`config.mk`:
```
export PLATFORM = sky130hd
export DESIGN_NAME = cbb_ctrl_flat
export DESIGN_NICKNAME = d
export VERILOG_FILES = /design/src/rtl/cbb_pkg.sv /design/src/rtl/cbb_if.sv /design/src/rtl/cbb_ctrl.sv /design/src/flat_wrapper.sv
export SDC_FILE = /design/constraint.sdc
export NUM_CORES = 1
export LEC_CHECK = 0
export BUFFER_PORTS_ARGS = -buffer_cell sky130_fd_sc_hd__buf_2
export CAP_MARGIN = 20
export CORE_ASPECT_RATIO = 0.9
export CORE_MARGIN = 2
export CORE_UTILIZATION = 47
export DETAILED_ROUTE_END_ITERATION = 7
export PLACE_DENSITY = 0.68
export SYNTH_ARGS = -nofsm -noshare
export SYNTH_HDL_FRONTEND = slang
export SYNTH_SLANG_ARGS = --single-unit
```
`constraint.sdc`:
```
create_clock -name clk -period 4.8 [get_ports clk]
set_input_delay 0.24 -clock clk [delete_from_list [all_inputs] [get_ports clk]]
set_output_delay 0.24 -clock clk [all_outputs]
set_load 0.05 [all_outputs]
```
`src/rtl/cbb_pkg.sv`:
```
// Shared types and constants of the color blur binarize pipeline.
// No dependencies; cbb_ctrl, cbb_window, cbb_filter and the top level import it.
package cbb_pkg;

  localparam int DEF_MAX_WIDTH  = 1024;
  localparam int DEF_MAX_HEIGHT = 4096;

  // configuration port
  localparam int CFG_INDEX_W  = 3;
  localparam int CFG_DATA_W   = 13;
  localparam int IMG_WIDTH_W  = 11;
  localparam int IMG_HEIGHT_W = 13;
  localparam int THRESH_W     = 8;

  localparam logic [CFG_INDEX_W-1:0] REG_IMAGE_WIDTH     = 3'd0;
  localparam logic [CFG_INDEX_W-1:0] REG_IMAGE_HEIGHT    = 3'd1;
  localparam logic [CFG_INDEX_W-1:0] REG_COLOR_THRESHOLD = 3'd2;
  localparam logic [CFG_INDEX_W-1:0] REG_BINARY_THRESHOLD = 3'd3;
  localparam logic [CFG_INDEX_W-1:0] REG_PINK_GREEN      = 3'd4;

  localparam logic [IMG_WIDTH_W-1:0]  RST_IMAGE_WIDTH      = 11'd640;
  localparam logic [IMG_HEIGHT_W-1:0] RST_IMAGE_HEIGHT     = 13'd480;
  localparam logic [THRESH_W-1:0]     RST_COLOR_THRESHOLD  = 8'd50;
  localparam logic [THRESH_W-1:0]     RST_BINARY_THRESHOLD = 8'd185;
  localparam logic [THRESH_W-1:0]     RST_PINK_GREEN       = 8'd52;

  // blur sums reach 17 * 255; x / 17 == (x * 7711) >> 17 for x < 8738
  localparam int SUM_W = 13;
  localparam logic [SUM_W-1:0] DIV17_MUL = 13'd7711;
  localparam int DIV17_SHIFT = 17;

  // luma in percent: floor(sum / 100) > t  <=>  sum > 100 * t + 99
  localparam int GRAY_W   = 15;
  localparam int GRAY_R   = 30;
  localparam int GRAY_G   = 59;
  localparam int GRAY_B   = 11;
  localparam int GRAY_DIV = 100;

  typedef struct packed {
    logic [7:0] r;
    logic [7:0] g;
    logic [7:0] b;
  } pixel_t;

  localparam int PIX_W = $bits(pixel_t);

  // 3x3 neighborhood, row major, index 0 top left
  typedef pixel_t [8:0] window_t;

  // item leaving the front end toward the row memory
  typedef struct packed {
    logic   load;
    logic   emit;
    logic   interior;
    logic   last;
    pixel_t px;
  } item_t;

  // control travelling with the window stage
  typedef struct packed {
    logic valid;
    logic interior;
    logic last;
  } stage_t;

endpackage

```
`src/rtl/cbb_if.sv`:
```
// Stream interfaces of the pipeline: pixel input and binary result output.
// Plain valid/ready channels; no package dependency.
interface cbb_pixel_if;
  logic       valid;
  logic       ready;
  logic       kind;
  logic [7:0] red;
  logic [7:0] green;
  logic [7:0] blue;

  modport source (output valid, kind, red, green, blue, input ready);
  modport sink   (input valid, kind, red, green, blue, output ready);
endinterface


```
`src/rtl/cbb_ctrl.sv`:
```
// Front end: input transfer, frame position counters and colorize.
// Depends on cbb_pkg and cbb_pixel_if.
module cbb_ctrl import cbb_pkg::*; #(
  parameter int MAX_WIDTH  = DEF_MAX_WIDTH,
  parameter int MAX_HEIGHT = DEF_MAX_HEIGHT,
  localparam int COL_W = $clog2(MAX_WIDTH),
  localparam int WID_W = $clog2(MAX_WIDTH + 1),
  localparam int ROW_W = $clog2(MAX_HEIGHT + 2)
) (
  input  logic                clk,
  input  logic                rst,
  input  logic                restart,
  input  logic [WID_W-1:0]    width,
  input  logic [ROW_W-1:0]    height,
  input  logic [THRESH_W-1:0] color_threshold,
  input  logic                ready,
  cbb_pixel_if.sink           pixels,
  output item_t               item,
  output logic [COL_W-1:0]    col
);

  logic [COL_W-1:0] in_column, in_column_next;
  logic [ROW_W-1:0] in_row, in_row_next;
  logic [COL_W-1:0] out_column, out_column_next;
  logic [ROW_W-1:0] out_row, out_row_next;

  logic [WID_W-1:0] col_inc, ocol_inc;
  logic [ROW_W-1:0] orow_inc;
  logic             draining, process, emit, last, interior, colored;
  pixel_t           px;

  function automatic logic [7:0] absdiff(input logic [7:0] a, input logic [7:0] b);
    return (a > b) ? a - b : b - a;
  endfunction

  assign pixels.ready = ready;
  assign col = in_column;

  always_comb begin
    draining = in_row >= height;
    process  = pixels.kind ? draining : !draining;

    colored = (absdiff(pixels.red, pixels.green) > color_threshold) ||
              (absdiff(pixels.red, pixels.blue) > color_threshold) ||
              (absdiff(pixels.green, pixels.blue) > color_threshold);
    if (pixels.kind || colored) begin
      px = '0;
    end else begin
      px = '{r: pixels.red, g: pixels.green, b: pixels.blue};
    end

    col_inc = WID_W'(in_column) + 1'b1;
    if (col_inc >= width) begin
      in_column_next = '0;
      in_row_next    = in_row + 1'b1;
    end else begin
      in_column_next = col_inc[COL_W-1:0];
      in_row_next    = in_row;
    end

    // results start once the window center has a full row behind it
    emit = (in_row != '0) && !((in_row == ROW_W'(1)) && (in_column == '0));

    ocol_inc = WID_W'(out_column) + 1'b1;
    orow_inc = out_row + 1'b1;
    last     = (orow_inc >= height) && (ocol_inc >= width);
    interior = (out_column != '0) && (ocol_inc < width) &&
               (out_row != '0) && (orow_inc < height);
    if (ocol_inc >= width) begin
      out_column_next = '0;
      out_row_next    = orow_inc;
    end else begin
      out_column_next = ocol_inc[COL_W-1:0];
      out_row_next    = out_row;
    end

    item.load     = pixels.valid && ready && process;
    item.emit     = emit;
    item.interior = interior;
    item.last     = last;
    item.px       = px;
  end

  always_ff @(posedge clk) begin
    if (rst || restart) begin
      in_column  <= '0;
      in_row     <= '0;
      out_column <= '0;
      out_row    <= '0;
    end else if (item.load) begin
      in_column <= in_column_next;
      in_row    <= in_row_next;
      if (emit) begin
        if (last) begin
          // frame done: next transfer starts a new frame
          in_column  <= '0;
          in_row     <= '0;
          out_column <= '0;
          out_row    <= '0;
        end else begin
          out_column <= out_column_next;
          out_row    <= out_row_next;
        end
      end
    end
  end

endmodule

```
`src/flat_wrapper.sv`:
```
// flat-port wrapper written by rule: the top's interface ports become plain ports
module cbb_ctrl_flat import cbb_pkg::*;
#(
  parameter int MAX_WIDTH  = DEF_MAX_WIDTH,
  parameter int MAX_HEIGHT = DEF_MAX_HEIGHT,
  localparam int COL_W = $clog2(MAX_WIDTH),
  localparam int WID_W = $clog2(MAX_WIDTH + 1),
  localparam int ROW_W = $clog2(MAX_HEIGHT + 2)
)
  (clk, rst, restart, width, height, color_threshold, ready, item, col, pixels_valid, pixels_kind, pixels_red, pixels_green, pixels_blue, pixels_ready);
  cbb_pixel_if pixels_i ();
  input  logic clk;
  input  logic rst;
  input  logic restart;
  input  logic [WID_W-1:0] width;
  input  logic [ROW_W-1:0] height;
  input  logic [THRESH_W-1:0] color_threshold;
  input  logic ready;
  output item_t item;
  output logic [COL_W-1:0] col;
  input wire logic [$bits(pixels_i.valid)-1:0] pixels_valid;
  input wire logic [$bits(pixels_i.kind)-1:0] pixels_kind;
  input wire logic [$bits(pixels_i.red)-1:0] pixels_red;
  input wire logic [$bits(pixels_i.green)-1:0] pixels_green;
  input wire logic [$bits(pixels_i.blue)-1:0] pixels_blue;
  output wire logic [$bits(pixels_i.ready)-1:0] pixels_ready;
  assign pixels_i.valid = pixels_valid;
  assign pixels_i.kind = pixels_kind;
  assign pixels_i.red = pixels_red;
  assign pixels_i.green = pixels_green;
  assign pixels_i.blue = pixels_blue;
  assign pixels_ready = pixels_i.ready;
  cbb_ctrl #(.MAX_WIDTH(MAX_WIDTH), .MAX_HEIGHT(MAX_HEIGHT)) u_core (.clk(clk), .rst(rst), .restart(restart), .width(width), .height(height), .color_threshold(color_threshold), .ready(ready), .pixels(pixels_i), .item(item), .col(col));
endmodule
```
==> results.json <==
{
  "postRouteAntennaNets": 0,
  "slowest_delay_ns": 0.39,
  "antenna_found_initial": 0,
  "ys_seq_area_frac": 0.142,
  "wirelength_um": 18100,
  "synthFlopType": "dfxtp_1",
  "layout-drive-gt1-share": 0.197,
  "crit_fanout": 7,
  "peakVddDrop_v": 0.000117,
  "crit_slowest_cell": "fa_2",
  "synth_simple_gate_area_share": 0.220,
  "cts_tree": "built",
  "clock_skew_ns": 0.0102,
  "diodes": 0,
  "hp-class": "primary input to flop",
  "yosysTopAreaCell": "ha_1",
  "synth_top_family_by_area": "adder cells",
  "power.density_nw_per_um2": 204,
  "num-fill-cells": 1235,
  "clockBufferDepth": 2,
  "p_total_mw": 1.58,
  "yosys_warnings": 0,
  "dieHeight_um": 115,
  "portBuffers": 100,
  "finalHoldViolCount": 0,
  "dr.first_iter.drc_count": 429,
  "final.min_clock_period_ns": 4.64,
  "maxCapViolCount": 0,
  "avgSynthCellArea_um2": 7.87,
  "grt_pass1_wl_um": 28200,
  "vias_per_cell": 5.74,
  "clk_latency_ns": 0.30,
  "num_io_pins": 101,
  "syn_area_um2": 6470,
  "ctsHtreeMaxLevel": 2,
  "place_worst_setup_slack_ns": 0.0330,
  "fin_crit_sh": 0.967,
  "syn_nets": 1017,
  "async_flop_share": 0,
  "synth_mux_area_frac": 0.0404,
  "dpl.hpwl_um": 14300,
  "synth-edff-count": 0,
  "status": "finished clean",
  "end_kind": "output pin",
  "worst_pin_slew_ns": 0.971,
  "synthCells": 823,
  "grt_pass1_vias": 5642,
  "layout.cells.non_filler": 1095,
  "path_cells": "buf_2, inv_1, ha_2, inv_1, fa_2, a211oi_2, o21ai_2, a31oi_4, nor2_4, mux2_1, mux2_1, a211oi_2, ha_1, nor2b_1, o21ai_1, nand2b_1, o22a_1, a2111oi_4, buf_6, clkbuf_16, and2_1, buf_6",
  "grt_overflow": 0,
  "nets": 1120,
  "cts_num_sinks": 46,
  "clockRootBuffer": "clkbuf_16",
  "synth-xor-area-share": 0.0582,
  "start_util": 0.483,
  "vias": 6287,
  "slew_headroom": 0.349,
  "synth_compound_area_frac": 0.204,
  "cp.required_ns": 4.56,
  "drtPass1Iterations": 5,
  "leakagePower_nw": 3.69,
  "die_w_um": 128,
  "yosysUniqueCellTypes": 70,
  "path_class": "primary input to output pin",
  "yosys.area_share.adder": 0.262,
  "synth_top_area_frac": 0.243,
  "synth-seq-cells": 46,
  "clock.fmax_mhz": 215,
  "report.final.setup_viol": 0,
  "cts_inserted_buffers": 5,
  "crit_arrival_ns": 4.40,
  "drcViolationCount": 0,
  "synth_top_cells_by_area": "ha_1 (24%), dfxtp_1 (14%), a21oi_1 (5.6%), inv_1 (4.9%), xnor2_1 (3.5%)",
  "setup_ws_ns": 0.158,
  "cp-start-kind": "primary input",
  "num_rows": 40,
  "core_area_um2": 13400,
  "die_area_um2": 14700,
  "grtUsageTotal": 0.236,
  "synthMostInstantiatedCell": "ha_1",
  "path_clk_slew_ns": 0.06,
  "area_delta_synth_final_pct": 19.2,
  "grt_max_degree": 27,
  "place_inst": 1076,
  "place_congestion": 0.912,
  "slew_violations": 0,
  "wl_per_cell_um": 16.6,
  "synth_common_cells": "ha_1 (126), inv_1 (84), a21oi_1 (73)"
}
## state kept, by name (all words and copies together) (netlist names)
register	flops
u_core.out_column	10
u_core.out_row	13
u_core.col	10
u_core.in_row	13
## through the flow
step | TNS [ns] | hold slack (ns) | area [µm²] | utilization
2_1_floorplan | 0 | 0.440 | 6470 | -
3_3_place_gp | 0 | 0.476 | 7180 | 0.535
3_5_place_dp | 0 | 0.484 | 7180 | 0.535
4_1_cts | 0 | 0.305 | 7350 | 0.548
5_1_grt | -0.00939 | 0.333 | 7720 | 0.576
6_report | 0 | 0.304 | 7720 | 0.576
## final timing paths
path / end / from / slack (ns) / cells after the start
worst max-delay path: item[10] / pixels_red[0] / 0.16 / 22
worst min-delay path: u_core.col[0] / rst / 0.30 / 4
worst max register to register: u_core.in_row[0] / u_core.out_row[0] / 0.98 / 13
worst min register to register: u_core.out_row[10] / u_core.out_row[10] / 0.50 / 2
## cell families after synthesis
group / after synthesis
simple gates: 258
xor+xnor: 43
mux: 24
fa+ha+maj: 132
compound gates: 204
buf+inv: 116
flops: 46
## cells in the final DEF, fill, tap and decap left out, types with 4 or more instances in the layout
master / count
fa_1: 5
dfxtp_1: 46
or4_1: 12
buf_4: 22
xnor2_1: 26
or3_1: 9
mux2i_1: 13
nand2b_1: 5
and2_1: 21
o21a_1: 5
nand2_1: 43
a31oi_1: 4
o21ai_1: 21
nand4_1: 29
o21ai_0: 34
nor2_1: 40
a32o_1: 8
and2_4: 9
and3_1: 11
nor4_1: 8
nor3_1: 6
buf_6: 26
inv_1: 84
o31ai_1: 5
a21oi_1: 71
a21o_1: 14
o21bai_1: 4
buf_2: 76
clkbuf_16: 7
ha_1: 124
xor2_1: 17
nor2b_1: 12
nand3_1: 32
or3b_1: 5
mux2_2: 6
## area by class of cell
type	instances	area [µm²]	area share
multi-input combinational	661	5190	0.673
sequential	46	921	0.119
timing repair buffer	127	908	0.118
inverter	85	319	0.0413
tap	168	210	0.0272
clock buffer	5	125	0.0162
clock inverter	3	43.8	0.00567
## metal layers
layer,global-route usage,up-vias,part of all wire
met4,0.0366,0,0.0076
met1,0.354,2947,0.50
met3,0.0316,18,0.048
li1,-,3161,-
met2,0.367,161,0.45
met5,0,-,0
## power by group
group | internal (mW) | switching [mW] | leakage (nW)
Sequential | 0.382 | 0.000581 | 0.370
Combinational | 0.337 | 0.444 | 3.23
Clock | 0.247 | 0.164 | 0.0842
## what timing repair did
action	4_1_cts	5_1_grt
buffers inserted	0	8
hold buffers	0	0
resized for setup	0	95
setup endpoints to repair	0	24
## critical path: cells and delay by family
family	cells	cell delay, ns
buffers and inverters	6	0.73
adders and majority gates	3	0.84
AOI/OAI and AO/OA	7	1.41
and+or+nand+nor	4	0.44
muxes	2	0.71
(Power assumes the default switching activity.)
