$ cat config.mk
export PLATFORM = sky130hd
export DESIGN_NAME = cbb_filter_flat
export DESIGN_NICKNAME = d
export VERILOG_FILES = /design/src/rtl/cbb_pkg.sv /design/src/rtl/cbb_if.sv /design/src/rtl/cbb_filter.sv /design/src/flat_wrapper.sv
export SDC_FILE = /design/constraint.sdc
export NUM_CORES = 1
export LEC_CHECK = 0
export BUFFER_PORTS_ARGS = -buffer_cell sky130_fd_sc_hd__buf_2
export CORE_ASPECT_RATIO = 0.7
export CORE_UTILIZATION = 56
export DETAILED_ROUTE_END_ITERATION = 12
export PLACE_DENSITY = 0.79
export SLEW_MARGIN = 10
export SYNTH_ARGS = -nofsm -noshare
export SYNTH_HDL_FRONTEND = slang
export SYNTH_SLANG_ARGS = --single-unit
$ cat constraint.sdc
create_clock -name clk -period 6 [get_ports clk]
set_input_delay 0.3 -clock clk [delete_from_list [all_inputs] [get_ports clk]]
set_output_delay 0.3 -clock clk [all_outputs]
set_load 0.05 [all_outputs]
$ cat src/rtl/cbb_pkg.sv
// Shared types and constants of the color blur binarize pipeline.
// No dependencies; cbb_ctrl, cbb_window, cbb_filter and the top level import it.
package cbb_pkg;

  localparam int DEF_MAX_WIDTH  = 1024;
  localparam int DEF_MAX_HEIGHT = 4096;

  // configuration port
  localparam int CFG_INDEX_W  = 3;
  localparam int CFG_DATA_W   = 13;
  localparam int IMG_WIDTH_W  = 11;
  localparam int IMG_HEIGHT_W = 13;
  localparam int THRESH_W     = 8;

  localparam logic [CFG_INDEX_W-1:0] REG_IMAGE_WIDTH     = 3'd0;
  localparam logic [CFG_INDEX_W-1:0] REG_IMAGE_HEIGHT    = 3'd1;
  localparam logic [CFG_INDEX_W-1:0] REG_COLOR_THRESHOLD = 3'd2;
  localparam logic [CFG_INDEX_W-1:0] REG_BINARY_THRESHOLD = 3'd3;
  localparam logic [CFG_INDEX_W-1:0] REG_PINK_GREEN      = 3'd4;

  localparam logic [IMG_WIDTH_W-1:0]  RST_IMAGE_WIDTH      = 11'd640;
  localparam logic [IMG_HEIGHT_W-1:0] RST_IMAGE_HEIGHT     = 13'd480;
  localparam logic [THRESH_W-1:0]     RST_COLOR_THRESHOLD  = 8'd50;
  localparam logic [THRESH_W-1:0]     RST_BINARY_THRESHOLD = 8'd185;
  localparam logic [THRESH_W-1:0]     RST_PINK_GREEN       = 8'd52;

  // blur sums reach 17 * 255; x / 17 == (x * 7711) >> 17 for x < 8738
  localparam int SUM_W = 13;
  localparam logic [SUM_W-1:0] DIV17_MUL = 13'd7711;
  localparam int DIV17_SHIFT = 17;

  // luma in percent: floor(sum / 100) > t  <=>  sum > 100 * t + 99
  localparam int GRAY_W   = 15;
  localparam int GRAY_R   = 30;
  localparam int GRAY_G   = 59;
  localparam int GRAY_B   = 11;
  localparam int GRAY_DIV = 100;

  typedef struct packed {
    logic [7:0] r;
    logic [7:0] g;
    logic [7:0] b;
  } pixel_t;

  localparam int PIX_W = $bits(pixel_t);

  // 3x3 neighborhood, row major, index 0 top left
  typedef pixel_t [8:0] window_t;

  // item leaving the front end toward the row memory
  typedef struct packed {
    logic   load;
    logic   emit;
    logic   interior;
    logic   last;
    pixel_t px;
  } item_t;

  // control travelling with the window stage
  typedef struct packed {
    logic valid;
    logic interior;
    logic last;
  } stage_t;

endpackage

$ cat src/rtl/cbb_if.sv


interface cbb_result_if;
  logic valid;
  logic ready;
  logic white;
  logic frame_end;

  modport source (output valid, white, frame_end, input ready);
  modport sink   (input valid, white, frame_end, output ready);
endinterface

$ cat src/rtl/cbb_filter.sv
// Blur sums, divide by 17, binarize and the output register.
// Depends on cbb_pkg and cbb_result_if.
module cbb_filter import cbb_pkg::*; (
  input  logic                clk,
  input  logic                rst,
  input  window_t             win,
  input  stage_t              ctl,
  input  logic [THRESH_W-1:0] binary_threshold,
  input  logic [THRESH_W-1:0] pink_green_threshold,
  output logic                take,
  cbb_result_if.source        results
);

  localparam logic [2:0] BLUR_WEIGHT [9] = '{3'd1, 3'd2, 3'd1,
                                             3'd2, 3'd5, 3'd2,
                                             3'd1, 3'd2, 3'd1};

  logic [SUM_W-1:0]   sum_r, sum_g, sum_b;
  logic [SUM_W-1:0]   s3_r, s3_g, s3_b;
  pixel_t             s3_center;
  logic               s3_valid, s3_interior, s3_last;
  logic [2*SUM_W-1:0] prod_r, prod_g, prod_b;
  pixel_t             s4_px;
  logic               s4_valid, s4_last;
  logic [GRAY_W-1:0]  gray, gray_limit;
  logic               pink;
  logic               o_valid, o_white, o_frame_end;
  logic               en4, en_out;

  assign en_out = !o_valid || results.ready;
  assign en4    = !s4_valid || en_out;
  assign take   = !s3_valid || en4;

  assign results.valid     = o_valid;
  assign results.white     = o_white;
  assign results.frame_end = o_frame_end;

  always_comb begin
    sum_r = '0;
    sum_g = '0;
    sum_b = '0;
    for (int i = 0; i < 9; i++) begin
      sum_r = sum_r + SUM_W'(win[i].r) * SUM_W'(BLUR_WEIGHT[i]);
      sum_g = sum_g + SUM_W'(win[i].g) * SUM_W'(BLUR_WEIGHT[i]);
      sum_b = sum_b + SUM_W'(win[i].b) * SUM_W'(BLUR_WEIGHT[i]);
    end
  end

  assign prod_r = (2*SUM_W)'(s3_r) * (2*SUM_W)'(DIV17_MUL);
  assign prod_g = (2*SUM_W)'(s3_g) * (2*SUM_W)'(DIV17_MUL);
  assign prod_b = (2*SUM_W)'(s3_b) * (2*SUM_W)'(DIV17_MUL);

  always_comb begin
    gray = GRAY_W'(s4_px.r) * GRAY_W'(GRAY_R) + GRAY_W'(s4_px.g) * GRAY_W'(GRAY_G) +
           GRAY_W'(s4_px.b) * GRAY_W'(GRAY_B);
    gray_limit = GRAY_W'(binary_threshold) * GRAY_W'(GRAY_DIV) + GRAY_W'(GRAY_DIV - 1);
    pink = (s4_px.r > binary_threshold) && (s4_px.b > (binary_threshold >> 1)) &&
           (s4_px.g < pink_green_threshold);
  end

  always_ff @(posedge clk) begin
    if (rst) begin
      s3_valid <= 1'b0;
      s4_valid <= 1'b0;
      o_valid  <= 1'b0;
    end else begin
      if (take) begin
        s3_valid <= ctl.valid;
      end
      if (en4) begin
        s4_valid <= s3_valid;
      end
      if (en_out) begin
        o_valid <= s4_valid;
      end
    end
  end

  always_ff @(posedge clk) begin
    if (take && ctl.valid) begin
      s3_r        <= sum_r;
      s3_g        <= sum_g;
      s3_b        <= sum_b;
      s3_center   <= win[4];
      s3_interior <= ctl.interior;
      s3_last     <= ctl.last;
    end
    if (en4 && s3_valid) begin
      if (s3_interior) begin
        s4_px.r <= prod_r[DIV17_SHIFT +: 8];
        s4_px.g <= prod_g[DIV17_SHIFT +: 8];
        s4_px.b <= prod_b[DIV17_SHIFT +: 8];
      end else begin
        s4_px <= s3_center;
      end
      s4_last <= s3_last;
    end
    if (en_out && s4_valid) begin
      o_white     <= !pink && (gray > gray_limit);
      o_frame_end <= s4_last;
    end
  end

endmodule

$ cat src/flat_wrapper.sv
// flat-port wrapper written by rule: the top's interface ports become plain ports
module cbb_filter_flat import cbb_pkg::*;
  (clk, rst, win, ctl, binary_threshold, pink_green_threshold, take, results_valid, results_white, results_frame_end, results_ready);
  cbb_result_if results_i ();
  input  logic clk;
  input  logic rst;
  input  window_t win;
  input  stage_t ctl;
  input  logic [THRESH_W-1:0] binary_threshold;
  input  logic [THRESH_W-1:0] pink_green_threshold;
  output logic take;
  output wire logic [$bits(results_i.valid)-1:0] results_valid;
  output wire logic [$bits(results_i.white)-1:0] results_white;
  output wire logic [$bits(results_i.frame_end)-1:0] results_frame_end;
  input wire logic [$bits(results_i.ready)-1:0] results_ready;
  assign results_valid = results_i.valid;
  assign results_white = results_i.white;
  assign results_frame_end = results_i.frame_end;
  assign results_i.ready = results_ready;
  cbb_filter u_core (.clk(clk), .rst(rst), .win(win), .ctl(ctl), .binary_threshold(binary_threshold), .pink_green_threshold(pink_green_threshold), .take(take), .results(results_i));
endmodule
==> results of run 1 <==
==> Yosys cell counts (12+ instances only) <==
cell | count | area, um2
inv_1 | 522 | 1959
ha_1 | 418 | 5230
fa_1 | 373 | 7467
edfxtp_1 | 92 | 2763
a21oi_1 | 87 | 435.4
xnor2_1 | 70 | 613.1
nor2_1 | 48 | 180.2
nand2_1 | 44 | 165.2
o21ai_0 | 41 | 205.2
a21o_1 | 32 | 240.2
xor2_1 | 26 | 227.7
mux2_2 | 17 | 191.4
nand3_1 | 17 | 85.08
o21a_1 | 17 | 127.6
nor2b_1 | 16 | 100.1
o21bai_1 | 14 | 105.1
nand4_1 | 13 | 81.33
nor3_1 | 12 | 60.06
==> kinds of logic after synthesis <==
logic type               after synthesis  share of synthesized area
AO/OA/AOI/OAI                        271                    0.08484
multiplexers                          19                   0.009929
AND/OR/NAND/NOR                      182                    0.04301
XOR/XNOR                              97                    0.04054
flip-flops                            95                     0.1326
adder cells (fa/ha/maj)              791                     0.5962
buffers and inverters                527                    0.09289
==> worst min path at each step <==
stage,start,endpoint
6_report,ctl[1],u_core.s3_interior
5_1_grt,rst,u_core.s3_valid
4_1_cts,ctl[1],u_core.s3_interior
3_5_place_dp,u_core.s4_last,u_core.results.frame_end
3_3_place_gp,u_core.s3_last,u_core.s4_last
2_1_floorplan,rst,u_core.s3_valid
==> repair_timing <==
item,in CTS,in global routing
gates resized for setup,10,12
gates cloned,0,0
setup endpoints to repair,1,1
setup buffers,2,4
pin swaps,26,15
==> area by class of cell <==
| type | count | area (um2) | share of cell area |
|---|---|---|---|
| multi-input cells | 1360 | 16760 | 0.6974 |
| clock buffers | 9 | 225.2 | 0.009370 |
| flip-flops and latches | 95 | 2823 | 0.1174 |
| well taps | 488 | 610.6 | 0.02540 |
| clock inverters | 7 | 71.32 | 0.002967 |
| inverters | 522 | 1962 | 0.08162 |
| repair buffers | 291 | 1582 | 0.06580 |
==> per-stage QoR <==
step / cell area [um2] / utilization / setup TNS (ns) / worst slack (ns) / hold slack [ns]
6_report: 24040 / 0.6447 / -0.3633 / -0.3633 / 0.1179
2_1_floorplan: 21430 / - / -0.1074 / -0.1074 / 0.3691
3_5_place_dp: 23570 / 0.6324 / -0.4756 / -0.4756 / 0.4238
4_1_cts: 23960 / 0.6428 / -0.3954 / -0.3954 / 0.1069
3_3_place_gp: 23570 / 0.6324 / -0.3137 / -0.3137 / 0.4199
5_1_grt: 24040 / 0.6447 / -0.6536 / -0.6536 / 0.1116
==> layer usage <==
metal  wire length, um  vias to the layer above  part of all wire
met1             22710                     7317              0.47
met2             21480                      428              0.45
met5                 0                        -                 0
met3              3064                       41             0.064
li1                  -                     7018                 -
met4               559                        0             0.012
==> registers in the layout, summed over array words and instances (netlist names) <==
signal,cells
u_core.s3_center,24
u_core.s4_px,24
u_core.s3_b,13
u_core.s3_g,13
u_core.s3_r,13
u_core.results.frame_end,1
u_core.results.valid,1
u_core.results.white,1
u_core.s3_interior,1
u_core.s3_last,1
u_core.s3_valid,1
u_core.s4_last,1
u_core.s4_valid,1
==> flow_summary.toml, run 1 <==
[worst_setup_path]
worstReg2RegStart = "u_core.s4_px[17]"
crit_family = "adder cells"
required_ns = 6.11
cp-end-kind = "flip-flop"
cp.depth = 22
timing.rr.end = "u_core.results.white"
path_cells = "fa_1, fa_1, fa_2, a21o_1, a21oi_2, xnor2_1, fa_1, fa_1, inv_1, fa_1, inv_2, ha_4, a2111oi_4, buf_4, o31ai_4, a21oi_2, xnor2_1, ha_1, a21o_1, a21o_1, a2111oi_4, a311oi_1"
crit_fanout = 3
ff2ff_path_depth = 22
crit_arrival_ns = 6.47
r2r_setup_slack_ns = -0.36
worst_setup_path_start_kind = "flip-flop"
crit_start = "u_core.s4_px[17]"
critical_path_class = "flip-flop to flip-flop"
cp-endpoint = "u_core.results.white"
path_common_cell = "fa_1"
cpPeakStageDelay_ns = 0.62
critPathBufInv = 3
slowest_stage = "fa_1"

[run]
max_cap_violations = 0

[timing]
setup_violations = 1
drv_slew = 0
relSlewSlack = 0.4250
fin_skew_ns = 0.01716
rsz0062_at_grt = "true"
setup_slack_ns = -0.3633
tightestPinTransition_ns = 0.8624
finalCritPeriodShare = 1.061
max_freq_mhz = 157.2
finalWorstPathRequiredPeriod_ns = 6.363
hold_viol = 0

[global_route]
met1_usage = 0.3707
met2_usage = 0.4073
grt_pass1_wl_um = 77920
antenna_found_initial = 0
overflow = 0
gr-usage-met3 = 0.04322
grt_max_degree = 66
grt_pass1_vias = 15770
grt_usage = 0.2552
top_usage_layer = "met2"

[min_path]
holdPathStages = 1
hold_path.class = "input port to flip-flop"

[placed_design]
dp_hpwl_um = 43110
place.gp.congestion = 0.9435
dp_cells = 2750
portBuffers = 241

[logic_synthesis]
netlist_area_um2 = 21300
ys_warn_count = 0
synthArstFlopShare = 0
syn-num-nets = 3011
synth-main-ff-cell = "edfxtp_1"
synth-seq-area-share = 0.1325
ys_seq_elements = 95
netlist_instances = 1982
synthDistinctLibCells = 69
synth_edf_count = 92
synth.avg_cell_area_um2 = 10.74

[finish]
diodes = 0
drive_gt1_frac = 0.1686
fillers = 2887
fin_nets = 3308
final_common_cell = "inv_1"
synthToLayoutAreaGrowth_pct = 12.87
mostFrequentLayoutCells = "513 x inv_1, 410 x ha_1, 371 x fa_1, 241 x buf_2, 92 x edfxtp_1"
fin_cells = 2772

[clock_network]
insertion_delay_ns = 0.37
path_clk_slew_ns = 0.08
cts_tree = "built"
clock-root-buffer = "clkbuf_16"
cts-buffers-inserted = 9
cts.path.max_buffers = 2
cts_hold_repair.buffers = 0
clock-sinks = 95
htreeDepth = 3

[status]
status = "finished, violations left"
violations = "setup timing"

[die]
die_h_um = 165.2
coreArea_um2 = 37280
die_area_um2 = 38820
die_w_um = 235.1
rows = 59
io_pins = 242
start_util = 0.5712

[routing]
via_per_inst = 5.341
ant_nets = 0
routedWlPerCell_um = 17.25
totalWireLength_um = 47810
drc = 0
first_iter_violations = 816
firstDrtPassIters = 6
dr_total_vias = 14800
Power of run 1 is left out: the tool's default activity adds up to more than one toggle a clock period on the data nets, which glitch-free logic cannot reach.
==> inputs of run 2 (changes only) <==
- PLACE_DENSITY: 0.79 -> 0.87
==> flow_summary.toml, run 2 (same netlist as run 1, synthesis figures left out) <==
[routing]
ant_nets = 0
totalWireLength_um = 49580
via_per_inst = 5.467
routedWlPerCell_um = 17.89
firstDrtPassIters = 5
dr_total_vias = 15150
drc = 0
first_iter_violations = 1054

[placed_design]
place.gp.congestion = 1.009
dp_hpwl_um = 45040
portBuffers = 241

[die]
io_pins = 242
die_area_um2 = 38820
rows = 59
die_w_um = 235.1
coreArea_um2 = 37280
start_util = 0.5712
die_h_um = 165.2

[global_route]
grt_pass1_vias = 16450
grt_max_degree = 66
met1_usage = 0.3620
overflow = 0
antenna_found_initial = 0
met2_usage = 0.4463
top_usage_layer = "met2"
gr-usage-met3 = 0.04156
grt_usage = 0.2649
grt_pass1_wl_um = 80980

[clock_network]
insertion_delay_ns = 0.37
cts_tree = "built"
cts.path.max_buffers = 2
path_clk_slew_ns = 0.09
htreeDepth = 3
clock-sinks = 95
cts_hold_repair.buffers = 0
cts-buffers-inserted = 9
clock-root-buffer = "clkbuf_16"

[worst_setup_path]
timing.rr.end = "u_core.results.white"
r2r_setup_slack_ns = -0.43
worst_setup_path_start_kind = "flip-flop"
cp-end-kind = "flip-flop"
crit_arrival_ns = 6.53
ff2ff_path_depth = 26
worstReg2RegStart = "u_core.s4_px[17]"
cp-endpoint = "u_core.results.white"
crit_start = "u_core.s4_px[17]"
required_ns = 6.11
crit_fanout = 3
critical_path_class = "flip-flop to flip-flop"

[min_path]
min_from = "ctl[1]"
hold_path.class = "input port to flip-flop"

[run]
max_cap_violations = 0

[timing]
max_freq_mhz = 155.5
fin_skew_ns = 0.02381
setup_slack_ns = -0.4293
holdWs_ns = 0.1224
drv_slew = 0
hold_viol = 0
relSlewSlack = 0.4127
tightestPinTransition_ns = 0.8809
setup_violations = 1
rsz0062_at_grt = "true"
finalWorstPathRequiredPeriod_ns = 6.429
finalCritPeriodShare = 1.072

[finish]
mostFrequentLayoutCells = "511 x inv_1, 409 x ha_1, 371 x fa_1, 241 x buf_2, 92 x edfxtp_1"
multi_input_area_um2 = 16740
reg_top3 = "u_core.s3_center: 24 flops, u_core.s4_px: 24 flops"
seqCellArea_um2 = 2823
diodes = 0
drive_gt1_frac = 0.1677
fillers = 2760
fin_nets = 3309
final_common_cell = "inv_1"
synthToLayoutAreaGrowth_pct = 12.69

[status]
violations = "setup timing"
status = "finished, violations left"
==> run 2: how the worst min path moves through the flow <==
stage | to | slack (ns) | depth (start not counted)
5_1_grt | u_core.s3_interior | 0.11 | 1
6_report | u_core.s3_interior | 0.12 | 1
2_1_floorplan | u_core.s3_valid | 0.37 | 1
4_1_cts | u_core.s3_interior | 0.11 | 1
3_3_place_gp | u_core.results.frame_end | 0.40 | 0
3_5_place_dp | u_core.results.frame_end | 0.41 | 0
==> run 2: worst max-delay path: stages (launching register included) <==
cell       delay [ns]
edfxtp_1         0.44
fa_1             0.60
fa_1             0.48
fa_2             0.41
a21o_1           0.20
a21oi_2          0.19
o21bai_1         0.10
a21oi_2          0.21
xnor2_1          0.14
ha_1             0.26
inv_2            0.06
fa_1             0.43
fa_1             0.52
inv_1            0.05
ha_2             0.31
inv_2            0.04
a21oi_2          0.12
inv_2            0.06
o31ai_1          0.22
a21oi_1          0.11
xnor2_1          0.19
ha_1             0.27
buf_4            0.14
nand4_1          0.15
nor2_2           0.08
a2111oi_4        0.32
a311oi_1         0.07
==> run 2: stage by stage <==
stage / util / cell area [um2] / setup slack (ns) / TNS (ns) / instances
finish: 0.6437 / 24000 / -0.4293 / -0.4293 / 2772
global placement: 0.6315 / 23540 / -0.2854 / -0.2854 / 2746
floorplan: - / 21430 / -0.1074 / -0.1074 / 1982
CTS: 0.6423 / 23940 / -0.4177 / -0.4177 / 2769
detailed placement: 0.6315 / 23540 / -0.4884 / -0.4884 / 2746
global route: 0.6437 / 24000 / -0.6877 / -0.6877 / 2772
==> run 2: cell type report <==
type	instances	area share
clock buffers	10	0.009542
clock inverters	5	0.001773
inverters	522	0.08165
multi-input cells	1360	0.6977
flip-flops and latches	95	0.1176
well taps	488	0.02544
repair buffers	292	0.06622
==> run 2: repair_timing <==
action	4_1_cts	5_1_grt
hold endpoints to repair	0	0
resized for setup	9	9
pin swaps	37	25
buffers inserted	8	3
setup endpoints to repair	1	1
cloned	0	0
==> run 2: metal layers <==
layer	vias to the layer above	part of all wire	wire length [um]
li1	7022	-	-
met1	7520	0.44	21790
met2	537	0.48	23620
met3	75	0.067	3325
met4	0	0.017	842
met5	-	0	0
Power of run 2 is left out for the same reason.
==> inputs of run 3 (changes only) <==
- RECOVER_POWER: default -> 100
==> flow_summary.toml, run 3 (same netlist as run 1, synthesis figures left out) <==
[status]
status = "finished, violations left"
violations = "capacitance limit, slew limit, setup timing"

[global_route]
grt_max_degree = 66
met2_usage = 0.4463
overflow = 0
antenna_found_initial = 0
met1_usage = 0.3620
grt_usage = 0.2649
top_usage_layer = "met2"
grt_pass1_wl_um = 80980
gr-usage-met3 = 0.04156
grt_pass1_vias = 16450

[worst_setup_path]
slowest_stage = "fa_1"
worst_setup_path_start_kind = "flip-flop"
crit_fanout = 3
cp-end-kind = "flip-flop"
crit_arrival_ns = 6.54
critical_path_class = "flip-flop to flip-flop"
crit_family = "adder cells"
cpPeakStageDelay_ns = 0.60
path_common_cell = "fa_1"
critPathBufInv = 5
required_ns = 6.11
r2r_setup_slack_ns = -0.43

[routing]
firstDrtPassIters = 5
first_iter_violations = 1072
dr_total_vias = 15120
drc = 0
via_per_inst = 5.454
ant_nets = 0
totalWireLength_um = 49540
routedWlPerCell_um = 17.87

[placed_design]
dp_cells = 2746
dp_hpwl_um = 45040
portBuffers = 241
placed_cell_area_um2 = 23540
place.gp.congestion = 1.009

[timing]
relSlewSlack = -1.416
setup_violations = 1
tightestPinTransition_ns = 3.624
drv_slew = 66
finalCritPeriodShare = 1.072
fin_skew_ns = 0.02460
holdWs_ns = 0.1221
hold_viol = 0
setup_slack_ns = -0.4310
max_freq_mhz = 155.5
finalWorstPathRequiredPeriod_ns = 6.431
rsz0062_at_grt = "true"

[die]
die_w_um = 235.1
io_pins = 242
die_h_um = 165.2
die_area_um2 = 38820
coreArea_um2 = 37280
start_util = 0.5712
rows = 59

[finish]
fillers = 2787
fin_area_um2 = 23920
reg_top3 = "u_core.s3_center: 24 flops, u_core.s4_px: 24 flops"
mostFrequentLayoutCells = "511 x inv_1, 409 x ha_1, 371 x fa_1, 210 x buf_2, 92 x edfxtp_1"
fin_nets = 3309
diodes = 0
drive_gt1_frac = 0.1506
fin_cells = 2772
final_common_cell = "inv_1"
synthToLayoutAreaGrowth_pct = 12.30

[run]
max_cap_violations = 1

[clock_network]
cts_tree = "built"
cts.path.max_buffers = 2
htreeDepth = 3
clock-root-buffer = "clkbuf_16"
path_clk_slew_ns = 0.09
insertion_delay_ns = 0.37
cts-buffers-inserted = 9
clock-sinks = 95

[min_path]
hold_path.class = "input port to flip-flop"
-- run 3: cell types whose count changed in the layout (fill, tap and decap cells not counted), sizes merged --
cell,before,now
buf,292,259
clkbuf,10,43
-- run 3: path summary, 6_finish.rpt --
check	cells after the start	endpoint	start
worst max-delay path	26	u_core.results.white	u_core.s4_px[17]
worst min-delay path	1	u_core.s3_interior	ctl[1]
worst max register to register	26	u_core.results.white	u_core.s4_px[17]
worst min register to register	0	u_core.results.frame_end	u_core.s4_last
-- run 3: worst register-to-register path, delay by kind of cell (launching register included) --
| kind | cells | cell delay (ns) |
|---|---|---|
| AO/OA/AOI/OAI | 9 | 1.55 |
| XOR/XNOR | 2 | 0.33 |
| adder cells (fa/ha/maj) | 8 | 3.28 |
| buffers and inverters | 5 | 0.35 |
| flip-flops | 1 | 0.44 |
| AND/OR/NAND/NOR | 2 | 0.23 |
-- run 3: repair_timing --
item,CTS,global route
buffers inserted,8,3
resized for setup,9,9
endpoints found under the setup margin,1,1
pin swaps,37,25
hold buffers,0,0
-- run 3: area by class of cell --
class,instances,area (um2),area share
multi-input combinational,1360,16710,0.6987
sequential,95,2823,0.1180
inverter,522,1959,0.08193
timing repair buffer,292,1543,0.06451
tap,488,610.6,0.02553
clock buffer,10,229.0,0.009574
clock inverter,5,42.54,0.001779
-- run 3: routing by layer --
layer | routed length (um) | up-vias
li1 | - | 7025
met1 | 21950 | 7515
met2 | 23560 | 509
met3 | 3239 | 69
met4 | 793 | 0
met5 | 0 | -
-- run 3: through the flow --
stage               setup WS, ns  utilization  TNS [ns]
finish                   -0.4310       0.6415   -0.4310
global route             -0.6877       0.6415   -0.6877
CTS                      -0.4177       0.6423   -0.4177
detailed placement       -0.4884       0.6315   -0.4884
global placement         -0.2854       0.6315   -0.2854
floorplan                -0.1074            -   -0.1074
Power of run 3 is left out for the same reason.
